### config.mk
export PLATFORM = sky130hd
export DESIGN_NAME = blca_ctrl
export DESIGN_NICKNAME = d
export VERILOG_FILES = /design/src/sv/blca_pkg.sv /design/src/sv/blca_ctrl.sv
export SDC_FILE = /design/constraint.sdc
export NUM_CORES = 1
export LEC_CHECK = 0
export ABC_AREA = 1
export BUFFER_PORTS_ARGS = -buffer_cell sky130_fd_sc_hd__buf_2
export CORE_MARGIN = 1.5
export CORE_UTILIZATION = 38
export DETAILED_ROUTE_END_ITERATION = 6
export PLACE_DENSITY = 0.71
export RECOVER_POWER = 50
export SLEW_MARGIN = 15
export SYNTH_ARGS = -nofsm -noshare
export SYNTH_HDL_FRONTEND = slang
export SYNTH_SLANG_ARGS = --single-unit
### constraint.sdc
create_clock -name clk -period 3.3 [get_ports clk]
set_clock_uncertainty 0.05 [all_clocks]
set_input_delay 0.495 -clock clk [delete_from_list [all_inputs] [get_ports clk]]
set_output_delay 0.495 -clock clk [all_outputs]
set_load 0.005 [all_outputs]
### src/sv/blca_pkg.sv
// shared types, constants and command/status structs for the lca unit
package blca_pkg;

    localparam int NODES    = 1024;
    localparam int LEVELS   = 10;
    localparam int NODE_W   = 10;
    localparam int DEPTH_W  = 10;
    localparam int NA_W     = (NODES > 1) ? $clog2(NODES) : 1;
    localparam int LVL_W    = (LEVELS > 1) ? $clog2(LEVELS) : 1;
    localparam int JT_DEPTH = NODES * LEVELS;
    localparam int JA_W     = (JT_DEPTH > 1) ? $clog2(JT_DEPTH) : 1;

    typedef logic [NODE_W-1:0]  node_t;
    typedef logic [DEPTH_W-1:0] depth_t;
    typedef logic [NA_W-1:0]    naddr_t;
    typedef logic [JA_W-1:0]    jaddr_t;
    typedef logic [LVL_W-1:0]   lvl_t;
    typedef logic [LEVELS-1:0]  lift_t;

    localparam depth_t DEPTH_MAX = '1;

    localparam logic REQ_ATTACH = 1'b0;
    localparam logic REQ_QUERY  = 1'b1;

    typedef struct packed {
        logic  req_type;
        node_t node_a;
        node_t node_b;
    } blca_req_t;

    typedef struct packed {
        node_t ancestor;
        logic  status;
    } blca_rsp_t;

    typedef enum logic [4:0] {
        ST_CLEAR,
        ST_IDLE,
        ST_ATT_RD,
        ST_ATT_EV,
        ST_ROW_RD,
        ST_ROW_WR,
        ST_Q_RDA,
        ST_Q_RDB,
        ST_Q_EV,
        ST_LIFT,
        ST_LIFT_W,
        ST_CMP,
        ST_UP_A,
        ST_UP_B,
        ST_UP_C,
        ST_FIN,
        ST_OUT
    } blca_state_t;

    typedef enum logic [1:0] {NS_A, NS_B, NS_CLR} nsel_t;
    typedef enum logic [1:0] {JN_A, JN_B, JN_CUR, JN_ANEW} jnode_t;
    typedef enum logic [1:0] {JL_LVL, JL_LVL_M1, JL_ZERO} jlvl_t;
    typedef enum logic {JW_B, JW_RD} jwd_t;
    typedef enum logic [1:0] {FS_ZERO, FS_A, FS_RD} fsel_t;

    typedef struct packed {
        logic   load;
        nsel_t  nsel;
        logic   att_we;
        logic   att_wd;
        logic   dep_we;
        logic   cap_a;
        jnode_t jnode;
        jlvl_t  jlvl;
        logic   jwe;
        jwd_t   jwd;
        logic   att_init;
        logic   row_step;
        logic   q_setup;
        logic   lvl_dec;
        logic   lvl_top;
        logic   lift_step;
        logic   up_cap;
        logic   up_step;
        logic   clr_step;
        logic   finish;
        logic   fin_err;
        fsel_t  fin_sel;
    } blca_cmd_t;

    typedef struct packed {
        logic att_err;
        logic q_err;
        logic k_bit;
        logic lvl_zero;
        logic lvl_last;
        logic a_eq_b;
        logic clr_last;
    } blca_stat_t;

endpackage

### src/sv/blca_ctrl.sv
// controller state machine sequencing attach, query and the clearing pass
module blca_ctrl (
    input  logic                 clk,
    input  logic                 rst_n,
    input  logic                 start,
    input  logic                 req_type,
    input  blca_pkg::blca_stat_t stat,
    output logic                 busy,
    output blca_pkg::blca_cmd_t  cmd
);

    blca_pkg::blca_state_t state_reg;
    blca_pkg::blca_state_t state_next;

    always_ff @(posedge clk or negedge rst_n)
    begin
        if (!rst_n)
        begin
            state_reg <= blca_pkg::ST_CLEAR;
        end
        else
        begin
            state_reg <= state_next;
        end
    end

    always_comb
    begin
        cmd        = '0;
        state_next = state_reg;
        case (state_reg)
            blca_pkg::ST_CLEAR:
            begin
                cmd.nsel     = blca_pkg::NS_CLR;
                cmd.att_we   = 1'b1;
                cmd.att_wd   = 1'b0;
                cmd.clr_step = 1'b1;
                if (stat.clr_last)
                begin
                    state_next = blca_pkg::ST_IDLE;
                end
            end
            blca_pkg::ST_IDLE:
            begin
                if (start)
                begin
                    cmd.load   = 1'b1;
                    state_next = (req_type == blca_pkg::REQ_QUERY) ? blca_pkg::ST_Q_RDA
                                                                    : blca_pkg::ST_ATT_RD;
                end
            end
            blca_pkg::ST_ATT_RD:
            begin
                cmd.nsel   = blca_pkg::NS_B;
                state_next = blca_pkg::ST_ATT_EV;
            end
            blca_pkg::ST_ATT_EV:
            begin
                if (stat.att_err)
                begin
                    cmd.finish  = 1'b1;
                    cmd.fin_err = 1'b1;
                    cmd.fin_sel = blca_pkg::FS_ZERO;
                    state_next  = blca_pkg::ST_IDLE;
                end
                else
                begin
                    cmd.nsel     = blca_pkg::NS_A;
                    cmd.att_we   = 1'b1;
                    cmd.att_wd   = 1'b1;
                    cmd.dep_we   = 1'b1;
                    cmd.jwe      = 1'b1;
                    cmd.jnode    = blca_pkg::JN_A;
                    cmd.jlvl     = blca_pkg::JL_ZERO;
                    cmd.jwd      = blca_pkg::JW_B;
                    cmd.att_init = 1'b1;
                    if (blca_pkg::LEVELS == 1)
                    begin
                        cmd.finish  = 1'b1;
                        cmd.fin_sel = blca_pkg::FS_ZERO;
                        state_next  = blca_pkg::ST_IDLE;
                    end
                    else
                    begin
                        state_next = blca_pkg::ST_ROW_RD;
                    end
                end
            end
            blca_pkg::ST_ROW_RD:
            begin
                cmd.jnode  = blca_pkg::JN_CUR;
                cmd.jlvl   = blca_pkg::JL_LVL_M1;
                state_next = blca_pkg::ST_ROW_WR;
            end
            blca_pkg::ST_ROW_WR:
            begin
                cmd.jwe   = 1'b1;
                cmd.jnode = blca_pkg::JN_A;
                cmd.jlvl  = blca_pkg::JL_LVL;
                cmd.jwd   = blca_pkg::JW_RD;
                if (stat.lvl_last)
                begin
                    cmd.finish  = 1'b1;
                    cmd.fin_sel = blca_pkg::FS_ZERO;
                    state_next  = blca_pkg::ST_IDLE;
                end
                else
                begin
                    cmd.row_step = 1'b1;
                    state_next   = blca_pkg::ST_ROW_RD;
                end
            end
            blca_pkg::ST_Q_RDA:
            begin
                cmd.nsel   = blca_pkg::NS_A;
                state_next = blca_pkg::ST_Q_RDB;
            end
            blca_pkg::ST_Q_RDB:
            begin
                cmd.nsel   = blca_pkg::NS_B;
                cmd.cap_a  = 1'b1;
                state_next = blca_pkg::ST_Q_EV;
            end
            blca_pkg::ST_Q_EV:
            begin
                if (stat.q_err)
                begin
                    cmd.finish  = 1'b1;
                    cmd.fin_err = 1'b1;
                    cmd.fin_sel = blca_pkg::FS_ZERO;
                    state_next  = blca_pkg::ST_IDLE;
                end
                else
                begin
                    cmd.q_setup = 1'b1;
                    state_next  = blca_pkg::ST_LIFT;
                end
            end
            blca_pkg::ST_LIFT:
            begin
                if (stat.k_bit)
                begin
                    cmd.jnode  = blca_pkg::JN_A;
                    cmd.jlvl   = blca_pkg::JL_LVL;
                    state_next = blca_pkg::ST_LIFT_W;
                end
                else if (stat.lvl_zero)
                begin
                    state_next = blca_pkg::ST_CMP;
                end
                else
                begin
                    cmd.lvl_dec = 1'b1;
                end
            end
            blca_pkg::ST_LIFT_W:
            begin
                cmd.lift_step = 1'b1;
                if (stat.lvl_zero)
                begin
                    state_next = blca_pkg::ST_CMP;
                end
                else
                begin
                    cmd.lvl_dec = 1'b1;
                    state_next  = blca_pkg::ST_LIFT;
                end
            end
            blca_pkg::ST_CMP:
            begin
                if (stat.a_eq_b)
                begin
                    cmd.finish  = 1'b1;
                    cmd.fin_sel = blca_pkg::FS_A;
                    state_next  = blca_pkg::ST_IDLE;
                end
                else
                begin
                    cmd.lvl_top = 1'b1;
                    state_next  = blca_pkg::ST_UP_A;
                end
            end
            blca_pkg::ST_UP_A:
            begin
                cmd.jnode  = blca_pkg::JN_A;
                cmd.jlvl   = blca_pkg::JL_LVL;
                state_next = blca_pkg::ST_UP_B;
            end
            blca_pkg::ST_UP_B:
            begin
                cmd.jnode  = blca_pkg::JN_B;
                cmd.jlvl   = blca_pkg::JL_LVL;
                cmd.up_cap = 1'b1;
                state_next = blca_pkg::ST_UP_C;
            end
            blca_pkg::ST_UP_C:
            begin
                cmd.up_step = 1'b1;
                if (stat.lvl_zero)
                begin
                    state_next = blca_pkg::ST_FIN;
                end
                else
                begin
                    cmd.lvl_dec = 1'b1;
                    cmd.jnode   = blca_pkg::JN_ANEW;
                    cmd.jlvl    = blca_pkg::JL_LVL_M1;
                    state_next  = blca_pkg::ST_UP_B;
                end
            end
            blca_pkg::ST_FIN:
            begin
                cmd.jnode  = blca_pkg::JN_A;
                cmd.jlvl   = blca_pkg::JL_ZERO;
                state_next = blca_pkg::ST_OUT;
            end
            blca_pkg::ST_OUT:
            begin
                cmd.finish  = 1'b1;
                cmd.fin_sel = blca_pkg::FS_RD;
                state_next  = blca_pkg::ST_IDLE;
            end
            default:
            begin
                state_next = blca_pkg::ST_IDLE;
            end
        endcase
    end

    assign busy = state_reg != blca_pkg::ST_IDLE;

    a_start_busy: assert property (@(posedge clk) disable iff (!rst_n)
        start && !busy |=> busy)
        else $error("accepted transfer did not raise busy");

    a_idle_quiet: assert property (@(posedge clk) disable iff (!rst_n)
        state_reg == blca_pkg::ST_IDLE |-> !cmd.jwe && !cmd.att_we && !cmd.dep_we)
        else $error("memory write while idle");

    a_finish_idle: assert property (@(posedge clk) disable iff (!rst_n)
        cmd.finish |=> state_reg == blca_pkg::ST_IDLE)
        else $error("finish not followed by idle");

endmodule
# Yosys cells after proc, flatten, opt, wreduce, memory -nomap -nowiden
# Index checks and enable logic that the tools add are counted.
# word_totals
word_cells,70
output_inout_bits,27
ff_bits,5
# classes
reduce_logical,4
mux,45
eq_ne,20
# ops
operator,n
$pmux 5 s16,1
$eq 5x4->1 const B,8
$mux 5,5
$eq 5x3->1 const B,4
$mux 1,20
$mux 4,5
$pmux 4 s5,1
$mux 3,4
$eq 5x2->1 const B,2
$pmux 2 s2,2
$pmux 2 s4,1
$pmux 2 s3,1
$eq 5x1->1 const B,1
$eq 5x5->1 const B,1
$logic_not 5->1,1
$ne 5x1->1 const B,1
$pmux 1 s5,1
$mux 2,2
$ne 2x2->1 const B,2
$pmux 1 s2,2
$reduce_or 2->1,2
$ne 3x3->1 const B,1
$reduce_and 3->1,1

# Logic depth before layout (Yosys ltp)
# Gate-level depths: netlist of run 1.
# depth
ltp_word,3
depth_mapped,10
mapped_depth_nobuf,9

# Worst setup path before layout of run 1
# Ideal clock, no wire load.
# synth_path
kind,register -> output
startpoint,register state_reg[4]
endpoint,output cmd[18] (netlist bit)
arrival_time_ns,1.267
path_buffers,2
t_required_ns,2.755
stages_incl_launch_ff,8
path_slack_ns,1.488
path_cell_list,dfrtp_1 inv_2 buf_6 nand3_2 nor2_1 inv_1 o22ai_1 buf_4
# synth_lines
element,line_no,source
"start, declared",blca_ctrl.sv:12,blca_pkg::blca_state_t state_reg;
"start signal, assigned",blca_ctrl.sv:19,state_reg <= blca_pkg::ST_CLEAR;
"start signal, assigned",blca_ctrl.sv:23,state_reg <= state_next;
"end, declared",blca_ctrl.sv:9,output blca_pkg::blca_cmd_t cmd

==> results of run 1 <==
## metrics by stage
step	std cells	instance area, µm²	util
detailed placement	162	800	0.519
finish	167	818	0.531
global route	167	818	0.531
global placement	162	800	0.519
CTS	166	826	0.536
floorplan	114	639	-
## critical path: cells and delay by family (launching register included)
family,cells,cell delay (ns)
flops,1,0.46
simple gates,4,0.64
buf+inv,4,0.39
## metal layers
| layer | share of wire | vias up | wire length, µm | GRT usage |
|---|---|---|---|---|
| li1 | - | 426 | - | - |
| met1 | 0.47 | 363 | 844 | 0.286 |
| met2 | 0.43 | 41 | 774 | 0.279 |
| met3 | 0.093 | 0 | 166 | 0.0367 |
| met4 | 0 | 0 | 0 | 0.0364 |
| met5 | 0 | - | 0 | 0 |
## final cells by class
class / instances / area, µm²
multi-input cells: 79 / 363
flip-flops and latches: 5 / 125
well taps: 16 / 20.0
inverters: 25 / 93.8
fillers: 177 / 723
clock buffers: 4 / 26.3
repair buffers: 38 / 190
## report_power, final
group          switching, W  leakage, nW  total [W]  internal (W)
clock             0.0000239       0.0150  0.0000695     0.0000456
combinational      0.000200        0.483   0.000316      0.000116
sequential        0.0000277       0.0655   0.000106     0.0000779
total              0.000251        0.563   0.000491      0.000239
## cells in the final DEF (no fill, tap or decap), drive strengths merged
master / count
nand3: 12
nor2: 26
o21bai: 1
nor3: 3
dlygate4sd3: 1
o21ai: 3
dfrtp: 5
nand4: 3
o22ai: 3
nand3b: 1
inv: 25
buf: 31
nand2: 24
clkbuf: 10
o211ai: 1
a21oi: 1
o31ai: 1
## final timing paths
check,startpoint,to,slack (ns),cells after the start
max,state_reg[1],cmd[25],1.00,8
min reg2reg,state_reg[2],state_reg[4],0.59,2
max reg2reg,state_reg[1],state_reg[0],1.61,9
max in group asynchronous,rst_n,state_reg[2],2.41,2
min,stat[0],state_reg[0],0.51,3
min in group asynchronous,rst_n,state_reg[1],0.58,2
## kinds of logic after synthesis
group / share of synthesized area
and+or+nand+nor: 0.491
buffers and inverters: 0.217
AOI/OAI and AO/OA: 0.0959
DFF: 0.196
## what timing repair did
action / in CTS / in global routing
hold buffers: 0 / 1
gates resized for setup: 0 / 0
endpoints found under the hold margin: 0 / 5
==> summary.md, run 1 <==
| Metric | Value |
|---|---|
| Initial antenna violation count | `0` |
| Tcrit/Tclk final | `0.696` |
| Critical path class | `register to output port` |
| First-pass detailed-route iteration total | `4` |
| CTS Buf Count | `3` |
| Die Ht | `44.0 µm` |
| CTS tree | `built` |
| Status | `complete, no violations` |
| Std-Cell Rows | `14` |
| Crit path capture type | `output port` |
| #FFs+latches synth | `5` |
| # diodes | `0` |
| H-tree levels | `1` |
| Setup TNS | `0 ns` |
| Number of enable flip-flop cells after synthesis | `0` |
| Post-DP HPWL | `1.47 mm` |
| Via count | `830` |
| Post-layout net count | `163` |
| Initial Util | `0.415` |
| Area share of the largest cell type after synthesis | `0.196` |
| Top cells by area, synth | `dfrtp_1 20%, nand2_1 14%, nor2_1 14%` |
| Req. time, crit path | `2.75 ns` |
| Max-Cap Viols | `0` |
| Most frequent cells after synthesis | `24 x nand2_1, 24 x nor2_1, 23 x inv_1` |
| Max reg flops | `5` |
| Buffers added on ports | `37` |
| Worst-skew pair later-pin latency | `0.24 ns` |
| Least-Margin Pin Slew | `0.443 ns` |
| Worst-path cell chain | `inv_1, nand2_1, nor2_1, inv_1, nor2_1, inv_1, nor2_1, buf_2` |
| Crit path DAT | `1.75 ns` |
| Hold_ws | `0.511 ns` |
| Layout cells sized above 1 | `0.265` |
| CTS root buf | `clkbuf_4` |
| Leak | `0.563 nW` |
| Synth Flop Type | `dfrtp_1` |
| Yosys top cell by area | `dfrtp_1` |
| Syn_nets | `125` |
| Final count of pins violating max slew | `0` |
| Setup violators final | `0` |
| Mapped cell area | `639 µm²` |
| Total gr overflow | `0` |
| Residual DRC count | `0` |
| RSZ-0062 raised after global routing | `false` |
| RD Place Congestion | `0.858` |
| Routed len/inst | `10.7 µm` |
| Clk slew on worst S/H paths | `0.04 ns` |
| Max-slew headroom | `0.703` |
| Synthesized instance count | `114` |
| Core Region | `1540 µm²` |
| Die area | `1940 µm²` |
| Min-delay worst type | `input port to register` |
| Fin. Hold Viols | `0` |
| Warnings from Yosys | `0` |
| Number of setup buffers added after CTS | `0` |
| DR iter-0 viols | `30` |
| Worst setup margin | `1.00 ns` |
| Synthesized area per cell | `5.61 µm²` |
| Register area share after synthesis | `0.196` |
| Slowest stage cell, crit path | `dfrtp_1` |
| Post-synth ARST share | `1.00` |
| GRT Resource Usage Total | `0.189` |
| Final wirelength | `1.79 mm` |
| Worst-path fanout max | `8` |
| Final ANT Viol Nets | `0` |
| PwrDens | `600 nW/µm²` |
| Fin crit period | `2.30 ns` |
| Drt via density | `4.97` |
| Critical Path Max Stage Delay | `0.46 ns` |
| Yosys cell types | `20` |
| CP Launch Type | `register` |
| Maximum clock rate | `435 MHz` |
| Sink Count | `5` |
| Synth-to-layout area growth | `28.0%` |
| Worst ir drop on vdd | `0.407 mV` |
| Total Power | `0.000491 W` |
| Top Ports | `38` |
| Die W | `44.0 µm` |
| Vias in the first global route | `656` |
| Placement Setup Slack | `1.38 ns` |
| Largest net degree at the start of global routing | `13` |
| First-pass GRT wire length | `2.80 mm` |
| Clock Tree Buf Depth | `2` |
Power figures use the tool's default switching activity.
==> inputs of run 2 (changes only) <==
Settings changed: PLACE_DENSITY 0.71 to 0.74.
Clock period 3.3 ns to 2.05 ns, I/O delays scaled along.
==> summary.md, run 2 (synthesis gave the netlist of run 1 again) <==
| Metric | Value |
|---|---|
| Highest-count cells in the layout ignoring fill and taps | `36 x buf_2, 24 x nand2_1, 23 x inv_1, 23 x nor2_1, 9 x nand3_1` |
| Grt met3 use | `0.0122` |
| Initial antenna violation count | `0` |
| Number of setup buffers added after CTS | `0` |
| First-pass GRT wire length | `2.84 mm` |
| Maximum clock rate | `518 MHz` |
| Reg2Reg Launch Point | `state_reg[1]` |
| R2R Setup Slk | `0.50 ns` |
| Critical Path Max Stage Delay | `0.47 ns` |
| # diodes | `0` |
| Layout cells sized above 1 | `0.318` |
| Std-Cell Rows | `14` |
| Status | `complete, no violations` |
| Max-slew headroom | `0.815` |
| Post-layout net count | `163` |
| CTS Buf Count | `3` |
| Max reg flops | `5` |
| Final count of pins violating max slew | `0` |
| Leak | `0.580 nW` |
| Die W | `44.0 µm` |
| Reg2Reg Depth | `7` |
| Reg2Reg Capture Point | `state_reg[0]` |
| Worst-path fanout max | `8` |
| CP Launch Type | `register` |
| CTS tree | `built` |
| Fin. Hold Viols | `0` |
| Slowest stage cell, crit path | `dfrtp_1` |
| RD Place Congestion | `0.901` |
| Die area | `1940 µm²` |
| PwrDens | `969 nW/µm²` |
| Drt via density | `5.14` |
| Vias in the first global route | `689` |
| H-tree levels | `1` |
| Worst-path cell chain | `inv_1, nand2_1, nor2_4, inv_1, nor2_1, inv_1, nor2_1, buf_2` |
| Initial Util | `0.415` |
| Clk slew on worst S/H paths | `0.04 ns` |
| RSZ-0062 raised after global routing | `true` |
| Most used cell, CP | `inv_1` |
| Post-DP HPWL | `1.50 mm` |
| Crit path DAT | `1.57 ns` |
| Least-Margin Pin Slew | `0.277 ns` |
| Worst ir drop on vdd | `0.472 mV` |
| Max-Cap Viols | `0` |
| Core Region | `1540 µm²` |
| Crit path capture type | `output port` |
| Setup violators final | `0` |
| Die Ht | `44.0 µm` |
| Fin crit period | `1.93 ns` |
| Critical path class | `register to output port` |
| Residual DRC count | `0` |
| Final ANT Viol Nets | `0` |
| Worst hold start | `stat[0]` |
| Hold_ws | `0.339 ns` |
| Met2 usage | `0.321` |
| Routed len/inst | `10.8 µm` |
| Final wirelength | `1.81 mm` |
| Req. time, crit path | `1.69 ns` |
| Clock Tree Buf Depth | `2` |
| CTS root buf | `clkbuf_4` |
| Buffers added on ports | `37` |
| Hold path cells | `3` |
| Synth-to-layout area growth | `31.5%` |
| Total gr overflow | `0` |
| Via count | `858` |
| Most used routing layer | `met2` |
| Largest net degree at the start of global routing | `13` |
| Tcrit/Tclk final | `0.942` |
| Sink Count | `5` |
| Most common cell after layout, fill and taps aside | `buf_2` |
| DR iter-0 viols | `34` |
| Setup TNS | `0 ns` |
| First-pass detailed-route iteration total | `4` |
| GR Util met1 | `0.264` |
| Min-delay worst type | `input port to register` |
| Worst-skew pair later-pin latency | `0.24 ns` |
| GRT Resource Usage Total | `0.191` |
| Top Ports | `38` |
| Hold Path Sink | `state_reg[0]` |
[run 2: power breakdown]
group          switching, W  total, W  internal (W)
combinational      0.000331  0.000528      0.000198
sequential        0.0000502  0.000177      0.000126
clock             0.0000366  0.000110     0.0000734
[run 2: cell type report]
class,instances,area [µm²]
Multi-Input combinational cell,79,378
Sequential cell,5,126
Inverter,25,96.3
Clock buffer,4,26.3
Fill cell,183,701
Timing Repair Buffer,38,194
Tap cell,16,20.0
[run 2: per-layer routing]
layer	share of wire	wire length (µm)
met4	0	0
met1	0.46	829
met3	0.075	135
met2	0.47	842
met5	0	0
[run 2: critical path, delay by kind of cell (launching register included)]
kind	cells	cell delay, ns
and+or+nand+nor	4	0.51
buffers and inverters	4	0.35
DFF	1	0.47
[run 2: repair_timing]
| item | CTS | global route |
|---|---|---|
| endpoints found under the setup margin | 0 | 9 |
| gates resized for setup | 0 | 3 |
| hold buffers | 1 | 0 |
| hold endpoints to repair | 5 | 0 |
[run 2: through the flow]
step	util	setup WS, ns	area (µm²)	power, W	cells
floorplan	-	0.425	639	0.000530	114
global placement	0.519	0.382	800	0.000689	162
detailed placement	0.519	0.344	800	0.000696	162
CTS	0.542	0.0957	836	0.000812	167
global route	0.545	-0.0129	841	0.000887	167
finish	0.545	0.119	841	0.000815	167
[run 2: how the worst max path moves through the flow]
stage	endpoint	startpoint	slack [ns]
6_report	cmd[25]	state_reg[1]	0.12
5_1_grt	cmd[14]	state_reg[3]	-0.01
4_1_cts	cmd[14]	state_reg[3]	0.1
3_5_place_dp	cmd[14]	state_reg[3]	0.34
3_3_place_gp	cmd[16]	state_reg[3]	0.38
2_1_floorplan	cmd[18]	state_reg[4]	0.43
